==> src/hw/rtl/mctg_pkg.sv <==
// Package for the metronome click track generator.
// Holds field widths, register indexes, reset values and the queue word type.
// No dependencies.
`timescale 1ns / 1ps

package mctg_pkg;

  // field widths
  localparam int unsigned PHASE_W     = 16;
  localparam int unsigned EXP_W       = 20;
  localparam int unsigned OFFSET_W    = 16;
  localparam int unsigned SAMPLE_W    = 16;
  localparam int unsigned PERIOD_W    = 32;
  localparam int unsigned POS24_W     = 24;
  localparam int unsigned CFG_IDX_W   = 3;
  localparam int unsigned CFG_DATA_W  = 32;

  // default parameter values
  localparam int unsigned SINE_TABLE_DEPTH_DEF   = 1024;
  localparam int unsigned EXP_TABLE_DEPTH_DEF    = 256;
  localparam int unsigned SAMPLE_INDEX_WIDTH_DEF = 24;

  // decoupling queue depth
  localparam int unsigned QUEUE_DEPTH = 4;

  // register reset values
  localparam logic [PERIOD_W-1:0] BEAT_PERIOD_RST  = 32'd5644800;
  localparam logic [POS24_W-1:0]  FIRST_BEAT_RST   = 24'd0;
  localparam logic [POS24_W-1:0]  TRACK_LENGTH_RST = 24'd441000;
  localparam logic [OFFSET_W-1:0] CLICK_LENGTH_RST = 16'd4410;
  localparam logic [PHASE_W-1:0]  PHASE_STEP_RST   = 16'd1486;
  localparam logic [EXP_W-1:0]    DECAY_STEP_RST   = 20'd149;

  // configuration register indexes
  typedef enum logic [CFG_IDX_W-1:0] {
    REG_BEAT_PERIOD  = 3'd0,
    REG_FIRST_BEAT   = 3'd1,
    REG_TRACK_LENGTH = 3'd2,
    REG_CLICK_LENGTH = 3'd3,
    REG_PHASE_STEP   = 3'd4,
    REG_DECAY_STEP   = 3'd5
  } cfg_reg_e;

  // per-sample flags carried down the synthesis pipeline
  typedef struct packed {
    logic active;
    logic beat;
    logic last;
  } flags_t;

  // one word in the queue between the sequencer and the synthesis pipeline
  typedef struct packed {
    logic [PHASE_W-1:0] phase;
    logic [EXP_W-1:0]   expo;
    flags_t             flags;
  } item_t;

endpackage

==> src/hw/rtl/metronome_click_track_generator.sv <==
// Metronome click track generator, top level.
// Instantiates mctg_front, mctg_queue and mctg_back; depends on mctg_pkg.
//
// Usage: each word on the input channel (in_valid_i / in_stall_o, field
// restart_i) is one audio tick and yields exactly one output word
// (out_valid_o / out_stall_i, fields sample_o, beat_start_o, last_o).
// A word is taken at a clock edge with valid high and stall low.
// Throughput: one word per cycle on both channels while out_stall_i is low.
// Pipeline: each accepted word is written into the queue; the queue head is
// folded into the first quadrant in one stage, then five stages follow,
// each one multiply deep, the last being the output register.
// The sequencer updates its counters in the accepting cycle, so ticks may
// follow each other on every clock while in_stall_o is low.
// Stall: when out_stall_i holds the output word, the synthesis pipeline
// freezes; the four-entry queue keeps absorbing ticks and in_stall_o rises
// only once it is full.
// Reset: registers take their default values, the track is at sample zero
// with the first beat pending, the queue and pipeline are empty.
// Configuration writes (cfg_we_i, cfg_idx_i, cfg_data_i) take effect at the
// next edge; first_beat is used at reset and restart only.
`timescale 1ns / 1ps

module metronome_click_track_generator
  import mctg_pkg::*;
#(
  parameter int unsigned SINE_TABLE_DEPTH   = SINE_TABLE_DEPTH_DEF,
  parameter int unsigned EXP_TABLE_DEPTH    = EXP_TABLE_DEPTH_DEF,
  parameter int unsigned SAMPLE_INDEX_WIDTH = SAMPLE_INDEX_WIDTH_DEF
) (
  input  logic                       clk_i,
  input  logic                       rst_ni,
  input  logic                       cfg_we_i,
  input  logic [CFG_IDX_W-1:0]       cfg_idx_i,
  input  logic [CFG_DATA_W-1:0]      cfg_data_i,
  input  logic                       in_valid_i,
  output logic                       in_stall_o,
  input  logic                       restart_i,
  output logic                       out_valid_o,
  input  logic                       out_stall_i,
  output logic signed [SAMPLE_W-1:0] sample_o,
  output logic                       beat_start_o,
  output logic                       last_o
);

  logic  push, pop, full, empty;
  item_t push_data, head;

  assign in_stall_o = full;

  // beat sequencer
  mctg_front #(
    .SampleIndexWidth(SAMPLE_INDEX_WIDTH)
  ) u_front (
    .clk_i     (clk_i),
    .rst_ni    (rst_ni),
    .cfg_we_i  (cfg_we_i),
    .cfg_idx_i (cfg_idx_i),
    .cfg_data_i(cfg_data_i),
    .in_valid_i(in_valid_i),
    .restart_i (restart_i),
    .full_i    (full),
    .push_o    (push),
    .item_o    (push_data)
  );

  // decoupling queue
  mctg_queue u_queue (
    .clk_i      (clk_i),
    .rst_ni     (rst_ni),
    .push_i     (push),
    .push_data_i(push_data),
    .pop_i      (pop),
    .full_o     (full),
    .empty_o    (empty),
    .head_o     (head)
  );

  // click synthesizer
  mctg_back #(
    .SineTableDepth(SINE_TABLE_DEPTH),
    .ExpTableDepth (EXP_TABLE_DEPTH)
  ) u_back (
    .clk_i       (clk_i),
    .rst_ni      (rst_ni),
    .empty_i     (empty),
    .head_i      (head),
    .pop_o       (pop),
    .out_valid_o (out_valid_o),
    .out_stall_i (out_stall_i),
    .sample_o    (sample_o),
    .beat_start_o(beat_start_o),
    .last_o      (last_o)
  );

endmodule

==> src/hw/rtl/mctg_front.sv <==
// Beat sequencer: configuration registers, track and click counters.
// Turns each accepted tick into a queue word with phase, exponent and flags.
// Depends on mctg_pkg.
`timescale 1ns / 1ps

module mctg_front
  import mctg_pkg::*;
#(
  parameter int unsigned SampleIndexWidth = SAMPLE_INDEX_WIDTH_DEF
) (
  input  logic                  clk_i,
  input  logic                  rst_ni,
  input  logic                  cfg_we_i,
  input  logic [CFG_IDX_W-1:0]  cfg_idx_i,
  input  logic [CFG_DATA_W-1:0] cfg_data_i,
  input  logic                  in_valid_i,
  input  logic                  restart_i,
  input  logic                  full_i,
  output logic                  push_o,
  output item_t                 item_o
);

  localparam int unsigned SIW = SampleIndexWidth;
  localparam int unsigned PW  = SIW + 8;
  localparam int unsigned CW  = (SIW > POS24_W) ? SIW : POS24_W;
  localparam int unsigned CW1 = CW + 1;
  localparam int unsigned AW  = ((PW > PERIOD_W) ? PW : PERIOD_W) + 1;

  // configuration registers
  logic [PERIOD_W-1:0] beat_period_q;
  logic [POS24_W-1:0]  first_beat_q, track_length_q;
  logic [OFFSET_W-1:0] click_length_q;
  logic [PHASE_W-1:0]  phase_step_q;
  logic [EXP_W-1:0]    decay_step_q;

  // track state
  logic [SIW-1:0]      sample_index_q, sample_index_d;
  logic [PW-1:0]       next_beat_q, next_beat_d;
  logic [OFFSET_W-1:0] offset_q, offset_d;
  logic                active_q, active_d;
  logic [PHASE_W-1:0]  phase_q, phase_d;
  logic [EXP_W-1:0]    expo_q, expo_d;

  // working values
  logic [SIW-1:0]      si;
  logic [PW-1:0]       nbp;
  logic [OFFSET_W-1:0] off;
  logic                act;
  logic [PHASE_W-1:0]  ph;
  logic [EXP_W-1:0]    ex;
  logic                running, beat, last;
  logic [AW-1:0]       nxt;
  logic [CW1-1:0]      si_inc;
  logic [EXP_W:0]      ex_sum;
  logic [OFFSET_W-1:0] off_n;

  assign push_o = in_valid_i && !full_i;

  // register writes
  always_ff @(posedge clk_i or negedge rst_ni) begin
    if (!rst_ni) begin
      beat_period_q  <= BEAT_PERIOD_RST;
      first_beat_q   <= FIRST_BEAT_RST;
      track_length_q <= TRACK_LENGTH_RST;
      click_length_q <= CLICK_LENGTH_RST;
      phase_step_q   <= PHASE_STEP_RST;
      decay_step_q   <= DECAY_STEP_RST;
    end else if (cfg_we_i) begin
      case (cfg_reg_e'(cfg_idx_i))
        REG_BEAT_PERIOD:  beat_period_q  <= cfg_data_i;
        REG_FIRST_BEAT:   first_beat_q   <= cfg_data_i[POS24_W-1:0];
        REG_TRACK_LENGTH: track_length_q <= cfg_data_i[POS24_W-1:0];
        REG_CLICK_LENGTH: click_length_q <= cfg_data_i[OFFSET_W-1:0];
        REG_PHASE_STEP:   phase_step_q   <= cfg_data_i[PHASE_W-1:0];
        REG_DECAY_STEP:   decay_step_q   <= cfg_data_i[EXP_W-1:0];
        default: ;
      endcase
    end
  end

  // restart, beat test, click output and advance for one tick
  always_comb begin
    si  = restart_i ? '0 : sample_index_q;
    nbp = restart_i ? PW'({first_beat_q, 8'h00}) : next_beat_q;
    off = restart_i ? '0 : offset_q;
    act = restart_i ? 1'b0 : active_q;
    ph  = restart_i ? '0 : phase_q;
    ex  = restart_i ? '0 : expo_q;

    running = CW'(si) < CW'(track_length_q);
    beat    = running && (nbp[PW-1:8] <= si);
    nxt     = AW'(nbp) + AW'(beat_period_q);

    if (beat) begin
      act = 1'b1;
      off = '0;
      ph  = '0;
      ex  = '0;
      nbp = (|nxt[AW-1:PW]) ? '1 : nxt[PW-1:0];
    end

    item_o.phase        = ph;
    item_o.expo         = ex;
    item_o.flags.active = running && act;
    item_o.flags.beat   = beat;

    si_inc = CW1'(si) + CW1'(1);
    last   = running && (si_inc == CW1'(track_length_q));
    item_o.flags.last = last;

    off_n  = off + OFFSET_W'(1);
    ex_sum = (EXP_W + 1)'(ex) + (EXP_W + 1)'(decay_step_q);

    sample_index_d = si;
    next_beat_d    = nbp;
    offset_d       = off;
    active_d       = act;
    phase_d        = ph;
    expo_d         = ex;
    if (running) begin
      sample_index_d = si + SIW'(1);
      if (act) begin
        offset_d = off_n;
        phase_d  = ph + phase_step_q;
        expo_d   = ex_sum[EXP_W] ? '1 : ex_sum[EXP_W-1:0];
        active_d = !((off_n == '0) || (off_n >= click_length_q));
      end
    end
  end

  // state update on each accepted tick
  always_ff @(posedge clk_i or negedge rst_ni) begin
    if (!rst_ni) begin
      sample_index_q <= '0;
      next_beat_q    <= PW'({FIRST_BEAT_RST, 8'h00});
      offset_q       <= '0;
      active_q       <= 1'b0;
      phase_q        <= '0;
      expo_q         <= '0;
    end else if (push_o) begin
      sample_index_q <= sample_index_d;
      next_beat_q    <= next_beat_d;
      offset_q       <= offset_d;
      active_q       <= active_d;
      phase_q        <= phase_d;
      expo_q         <= expo_d;
    end
  end

endmodule

==> src/hw/rtl/mctg_queue.sv <==
// Small queue of sequencer words between the beat sequencer and the synthesizer.
// Depends on mctg_pkg.
`timescale 1ns / 1ps

module mctg_queue
  import mctg_pkg::*;
(
  input  logic  clk_i,
  input  logic  rst_ni,
  input  logic  push_i,
  input  item_t push_data_i,
  input  logic  pop_i,
  output logic  full_o,
  output logic  empty_o,
  output item_t head_o
);

  localparam int unsigned PTR_W = $clog2(QUEUE_DEPTH);
  localparam int unsigned CNT_W = PTR_W + 1;

  item_t            mem_q [QUEUE_DEPTH];
  logic [PTR_W-1:0] wr_ptr_q, rd_ptr_q;
  logic [CNT_W-1:0] count_q, count_d;

  assign full_o  = (count_q == CNT_W'(QUEUE_DEPTH));
  assign empty_o = (count_q == '0);
  assign head_o  = mem_q[rd_ptr_q];

  // fill count
  always_comb begin
    count_d = count_q;
    if (push_i && !pop_i) begin
      count_d = count_q + CNT_W'(1);
    end else if (pop_i && !push_i) begin
      count_d = count_q - CNT_W'(1);
    end
  end

  // pointers
  always_ff @(posedge clk_i or negedge rst_ni) begin
    if (!rst_ni) begin
      wr_ptr_q <= '0;
      rd_ptr_q <= '0;
      count_q  <= '0;
    end else begin
      count_q <= count_d;
      if (push_i) begin
        wr_ptr_q <= wr_ptr_q + PTR_W'(1);
      end
      if (pop_i) begin
        rd_ptr_q <= rd_ptr_q + PTR_W'(1);
      end
    end
  end

  // storage
  always_ff @(posedge clk_i) begin
    if (push_i) begin
      mem_q[wr_ptr_q] <= push_data_i;
    end
  end

endmodule

==> src/hw/rtl/mctg_back.sv <==
// Click synthesizer: polynomial sine and exponential envelope, at most one multiply deep
// per stage, ending in the output register. Depends on mctg_pkg.
`timescale 1ns / 1ps

module mctg_back
  import mctg_pkg::*;
#(
  parameter int unsigned SineTableDepth = SINE_TABLE_DEPTH_DEF,
  parameter int unsigned ExpTableDepth  = EXP_TABLE_DEPTH_DEF
) (
  input  logic                       clk_i,
  input  logic                       rst_ni,
  input  logic                       empty_i,
  input  item_t                      head_i,
  output logic                       pop_o,
  output logic                       out_valid_o,
  input  logic                       out_stall_i,
  output logic signed [SAMPLE_W-1:0] sample_o,
  output logic                       beat_start_o,
  output logic                       last_o
);

  localparam int unsigned SB = $clog2(SineTableDepth);
  localparam int unsigned EB = $clog2(ExpTableDepth);
  localparam logic [PHASE_W-1:0] SINE_MASK =
      PHASE_W'(~((32'd1 << (PHASE_W - SB)) - 32'd1));
  localparam logic [15:0] EXP_MASK = 16'(~((32'd1 << (16 - EB)) - 32'd1));

  logic adv;

  // stage valids
  logic v_a_q, v_b_q, v_c_q, v_d_q, v_e_q, v_o_q;

  // stage a: quadrant fold and envelope fraction
  logic [PHASE_W-1:0] p_s;
  logic [16:0]        xr_s, x_s;
  logic [16:0]        x_a_q;
  logic               neg_a_q;
  logic [15:0]        u_a_q;
  logic [3:0]         ish_a_q;
  flags_t             fl_a_q;

  // stage b
  logic [33:0] pxx;
  logic [27:0] pu1;
  logic [16:0] x_b_q, x2_b_q;
  logic        neg_b_q;
  logic [15:0] u_b_q;
  logic [3:0]  ish_b_q;
  logic [13:0] g1_b_q;
  flags_t      fl_b_q;

  // stage c
  logic [29:0] p1, p2;
  logic [16:0] x_c_q, x2_c_q;
  logic [15:0] t1_c_q, g2_c_q, u_c_q;
  logic        neg_c_q;
  logic [3:0]  ish_c_q;
  flags_t      fl_c_q;

  // stage d
  logic [32:0] p3;
  logic [31:0] p4;
  logic [16:0] x_d_q, t2_d_q, g3_d_q;
  logic        neg_d_q;
  logic [3:0]  ish_d_q;
  flags_t      fl_d_q;

  // stage e
  logic [33:0] p5;
  logic [16:0] y1;
  logic [14:0] mag_e_q;
  logic [16:0] gain_e_q;
  logic        neg_e_q;
  flags_t      fl_e_q;

  // output stage
  logic [31:0]                p6;
  logic [SAMPLE_W-1:0]        amp;
  logic signed [SAMPLE_W-1:0] sample_q;
  logic                       beat_q, last_q;

  // whole pipeline moves unless the output word is held
  assign adv   = !v_o_q || !out_stall_i;
  assign pop_o = adv && !empty_i;

  assign out_valid_o  = v_o_q;
  assign sample_o     = sample_q;
  assign beat_start_o = beat_q;
  assign last_o       = last_q;

  // phase truncated to the table grid, folded into the first quadrant
  always_comb begin
    p_s  = head_i.phase & SINE_MASK;
    xr_s = {1'b0, p_s[13:0], 2'b00};
    x_s  = p_s[14] ? (17'h10000 - xr_s) : xr_s;
  end

  // products for each stage
  always_comb begin
    pxx = x_a_q * x_a_q;
    pu1 = u_a_q * 12'd2949;
    p1  = x2_b_q * 13'd5223;
    p2  = u_b_q * g1_b_q;
    p3  = x2_c_q * t1_c_q;
    p4  = u_c_q * g2_c_q;
    p5  = x_d_q * t2_d_q;
    y1  = p5[33:17];
    p6  = mag_e_q * gain_e_q;
    amp = {1'b0, p6[30:16]};
  end

  // valid bits
  always_ff @(posedge clk_i or negedge rst_ni) begin
    if (!rst_ni) begin
      v_a_q <= 1'b0;
      v_b_q <= 1'b0;
      v_c_q <= 1'b0;
      v_d_q <= 1'b0;
      v_e_q <= 1'b0;
      v_o_q <= 1'b0;
    end else if (adv) begin
      v_a_q <= !empty_i;
      v_b_q <= v_a_q;
      v_c_q <= v_b_q;
      v_d_q <= v_c_q;
      v_e_q <= v_d_q;
      v_o_q <= v_e_q;
    end
  end

  // datapath registers
  always_ff @(posedge clk_i) begin
    if (adv) begin
      // stage a
      x_a_q   <= x_s;
      neg_a_q <= p_s[15];
      u_a_q   <= head_i.expo[15:0] & EXP_MASK;
      ish_a_q <= head_i.expo[19:16];
      fl_a_q  <= head_i.flags;
      // stage b: x squared, first envelope term
      x_b_q   <= x_a_q;
      x2_b_q  <= pxx[32:16];
      neg_b_q <= neg_a_q;
      u_b_q   <= u_a_q;
      ish_b_q <= ish_a_q;
      g1_b_q  <= 14'd15598 - {2'b00, pu1[27:16]};
      fl_b_q  <= fl_a_q;
      // stage c
      x_c_q   <= x_b_q;
      x2_c_q  <= x2_b_q;
      t1_c_q  <= 16'd42334 - {2'b00, p1[29:16]};
      g2_c_q  <= 16'd45416 - {2'b00, p2[29:16]};
      u_c_q   <= u_b_q;
      neg_c_q <= neg_b_q;
      ish_c_q <= ish_b_q;
      fl_c_q  <= fl_b_q;
      // stage d
      x_d_q   <= x_c_q;
      t2_d_q  <= 17'd102944 - p3[32:16];
      g3_d_q  <= 17'h10000 - {1'b0, p4[31:16]};
      neg_d_q <= neg_c_q;
      ish_d_q <= ish_c_q;
      fl_d_q  <= fl_c_q;
      // stage e: sine magnitude, saturated, and shifted gain
      mag_e_q  <= (y1 > 17'd32767) ? 15'h7fff : y1[14:0];
      gain_e_q <= g3_d_q >> ish_d_q;
      neg_e_q  <= neg_d_q;
      fl_e_q   <= fl_d_q;
      // output word
      if (fl_e_q.active) begin
        sample_q <= neg_e_q ? -amp : amp;
      end else begin
        sample_q <= '0;
      end
      beat_q <= fl_e_q.beat;
      last_q <= fl_e_q.last;
    end
  end

endmodule

==> config.mk <==
export PLATFORM = sky130hd
export DESIGN_NAME = metronome_click_track_generator
export DESIGN_NICKNAME = d
export VERILOG_FILES = /design/src/hw/rtl/mctg_pkg.sv /design/src/hw/rtl/metronome_click_track_generator.sv /design/src/hw/rtl/mctg_front.sv /design/src/hw/rtl/mctg_queue.sv /design/src/hw/rtl/mctg_back.sv
export SDC_FILE = /design/constraint.sdc
export NUM_CORES = 2
export LEC_CHECK = 0
export BUFFER_PORTS_ARGS = -buffer_cell sky130_fd_sc_hd__buf_2
export CORE_UTILIZATION = 70
export DETAILED_ROUTE_END_ITERATION = 8
export GPL_TIMING_DRIVEN = 0
export PLACE_DENSITY = 0.87
export SLEW_MARGIN = 10
export SYNTH_ARGS = -nofsm -noshare
export SYNTH_HDL_FRONTEND = slang
export SYNTH_SLANG_ARGS = --single-unit
==> constraint.sdc <==
create_clock -name clk_i -period 14.2 [get_ports clk_i]
set_input_delay 1.42 -clock clk_i [delete_from_list [all_inputs] [get_ports clk_i]]
set_output_delay 1.42 -clock clk_i [all_outputs]
set_load 0.02 [all_outputs]
==> reports/metrics.cfg <==
[floorplan]
die_w_microns = 308
core_area_sq_um = 93200
io_pins = 61
die-area_sq_um = 95100
rows = 112
start_util_pct = 70.5
die_y_microns = 308

[global_routing]
grt_max_degree = 111
antenna_found_initial = 1
grt_usage_pct = 34.5
grt_pass1_vias = 50700
grt_pass1_wl_microns = 259000
overflow = 0

[synthesis]
ys_seq_area_share_pct = 26.0
synth_top_family_by_area = adder cells
synth_xor_area_share_pct = 3.92
synthMuxAreaShare_pct = 3.82
syn_area_sq_um = 65700
synth_area_per_cell_sq_um = 10.0
synth_edf_count = 355
yosys_most_used_dff = edfxtp_1
syn-num-nets = 8091
yosys.area_share.simple_pct = 13.8
synth-compound-area-share_pct = 7.95
synthAdderAreaFrac_pct = 36.8
syn_inst = 6566
synth_common_cells = inv_1 (1146), nand2_1 (753), fa_1 (748), ha_1 (736), and2_1 (504)
synth_seq_cells = 609
yosysUniqueCellTypes = 87
synth_area_leaders = fa_1 (23%), edfxtp_1 (16%), ha_1 (14%)
synth.top_cell.area_share_pct = 22.8
ys.warnings.count = 0
async_flop_share_pct = 41.7
synth.largest_area_cell = fa_1
yosysMostFrequentCell = inv_1

[clock_network]
clk_pin_slew_ns = 0.06
cts_root_buffer = clkbuf_16
ctsHoldBuffers = 0
cts_buffers = 72
clock-sinks = 609
post_cts_buffers = 0
cts_resized = 0
insertion_delay_ns = 0.65
cts_tree = done
htree_levels = 3
clock_path_buffers = 3

[drt]
drt_iter0_drc = 3879
ant_nets = 0
vias = 48700
wl_per_cell_microns = 19.8
wl_microns = 159000
route.detailed.drc = 0
dr.pass1.iters = 6
vias_per_cell = 6.07

[worst_setup_path]
startpoint_type = primary input
critPathCaptureType = register
crit_top_cell = clkbuf_1
worstPathRequired_ns = 14.79
path_delay_family = compound AO/OA/AOI/OAI gates
cp_max_fo = 10
setup.worst_path.class = primary input to register
worstPathArrival_ns = 10.29
worst_path_largest_cell_delay_ns = 0.68
worst-path-buf-inv = 8
critPathSlowestCell = o21ai_1

[sta]
relSlewSlack_pct = 11.8
skew_ns = 0.0455
timing.hold.ws_ns = 0.417
timing.fmax_mhz = 103
fin_crit_sh_pct = 68.3
setup_tns_ns = 0
setup_violations = 0
hold_viol = 0
drv_slew = 0
worst_pin_slew_ns = 1.31
post-route-min-period_ns = 9.69
rsz0062_at_grt = no

[place]
dp_hpwl_microns = 120000
port-buffer-count = 59
place_area_sq_um = 67800
gp_congestion = 0.972

[finish]
final_core_util_pct = 75.4
layout.nets = 8231
drive_above_1_share_pct = 6.38
syn_to_final_growth_pct = 6.95
design_area_sq_um = 70300

[job]
drv_cap = 0

[status]
status = finished clean

[worst_hold_path]
worst_hold_path_type = register to register

[layout make-up]
type | instances | area, sq um
clock inverter | 48 | 593
sequential | 609 | 17100
fill | 5950 | 22900
multi-input combinational | 4601 | 43600
inverter | 1147 | 4310
clock buffer | 86 | 1920
tap | 1254 | 1570
timing repair buffer | 66 | 468
antenna | 1 | 2.50
buffer | 209 | 786
[state kept, by name (all words and copies together), names as in the netlist, 15 cells and up]
signal,count
u_back.t2_d_q,17
u_front.next_beat_q,32
u_front.offset_q,16
u_back.g3_d_q,17
u_front.decay_step_q,20
u_front.phase_q,16
u_front.phase_step_q,16
u_back.mag_e_q,15
u_back.x2_b_q,16
u_back.sample_o,16
u_queue.mem_q,100
u_front.beat_period_q,32
u_front.track_length_q,24
u_back.g2_c_q,16
u_back.gain_e_q,17
u_front.first_beat_q,24
u_front.sample_index_q,24
u_front.click_length_q,16
u_back.t1_c_q,16
u_front.expo_q,20
u_back.x2_c_q,16
[cell families after synthesis]
kind of cell / after synthesis
flops: 609
xor+xnor: 294
simple gates: 1822
fa+ha+maj: 1484
buf+inv: 1356
compound gates: 804
mux: 197
[metal layers]
metal / up-vias / track usage [%] / wire [microns] / share of wire [%]
met5: - / 0 / 0 / 0
met4: 0 / 14.0 / 6780 / 4.3
met3: 553 / 6.33 / 14200 / 8.9
met2: 2377 / 57.6 / 76600 / 48
met1: 24000 / 44.5 / 61300 / 39
li1: 21800 / - / - / -
[cells in the final DEF (no fill, tap or decap), types with 38 or more instances in the layout]
cell type and instances:
o22ai_1 53, xor2_1 97, nand2_1 752, fa_1 748
inv_1 1146, dfrtp_1 221, nand3_1 74, a211oi_1 39
clkbuf_16 73, a21oi_1 180, nor2b_1 51, a21o_1 68
nor3_1 60, nand2b_1 38, nor2_1 158, and2_1 501
edfxtp_1 355, buf_2 60, mux2_2 141, ha_1 736
clkbuf_1 206, xnor2_1 197, o21ai_0 190
[worst reg2reg max path: cells and delay by family, from the launching register on]
family | cells | cell delay [ns]
AOI/OAI and AO/OA | 9 | 2.68
xor gates and xnor gates | 1 | 0.34
adders and majority gates | 8 | 3.75
buffers and inverters | 7 | 0.79
DFF | 1 | 0.64
and+or+nand+nor | 2 | 0.42
[path summary, 6_finish.rpt]
path | start | end | slack [ns] | depth (start not counted)
max in group asynchronous | rst_ni | u_front.offset_q[15] | 12.13 | 3
hold reg to reg | u_back.x_c_q[12] | u_back.x_d_q[12] | 0.42 | 0
setup / recovery | restart_i | u_front.expo_q[15] | 4.51 | 34
hold / removal | u_back.x_c_q[12] | u_back.x_d_q[12] | 0.42 | 0
min in group asynchronous | rst_ni | u_front.beat_period_q[25] | 0.72 | 1
setup reg to reg | u_back.t1_c_q[8] | u_back.t2_d_q[16] | 5.31 | 27
[stage by stage]
| stage | cells | setup slack (ns) |
|---|---|---|
| floorplan | 6566 | 5.52 |
| global placement | 7879 | 3.06 |
| detailed placement | 7886 | 4.20 |
| CTS | 8020 | 4.74 |
| global route | 8020 | 4.02 |
| finish | 8021 | 4.51 |
Power is not shown: default switching activity piles up to over one toggle a cycle in this logic, so the estimate is an artifact.
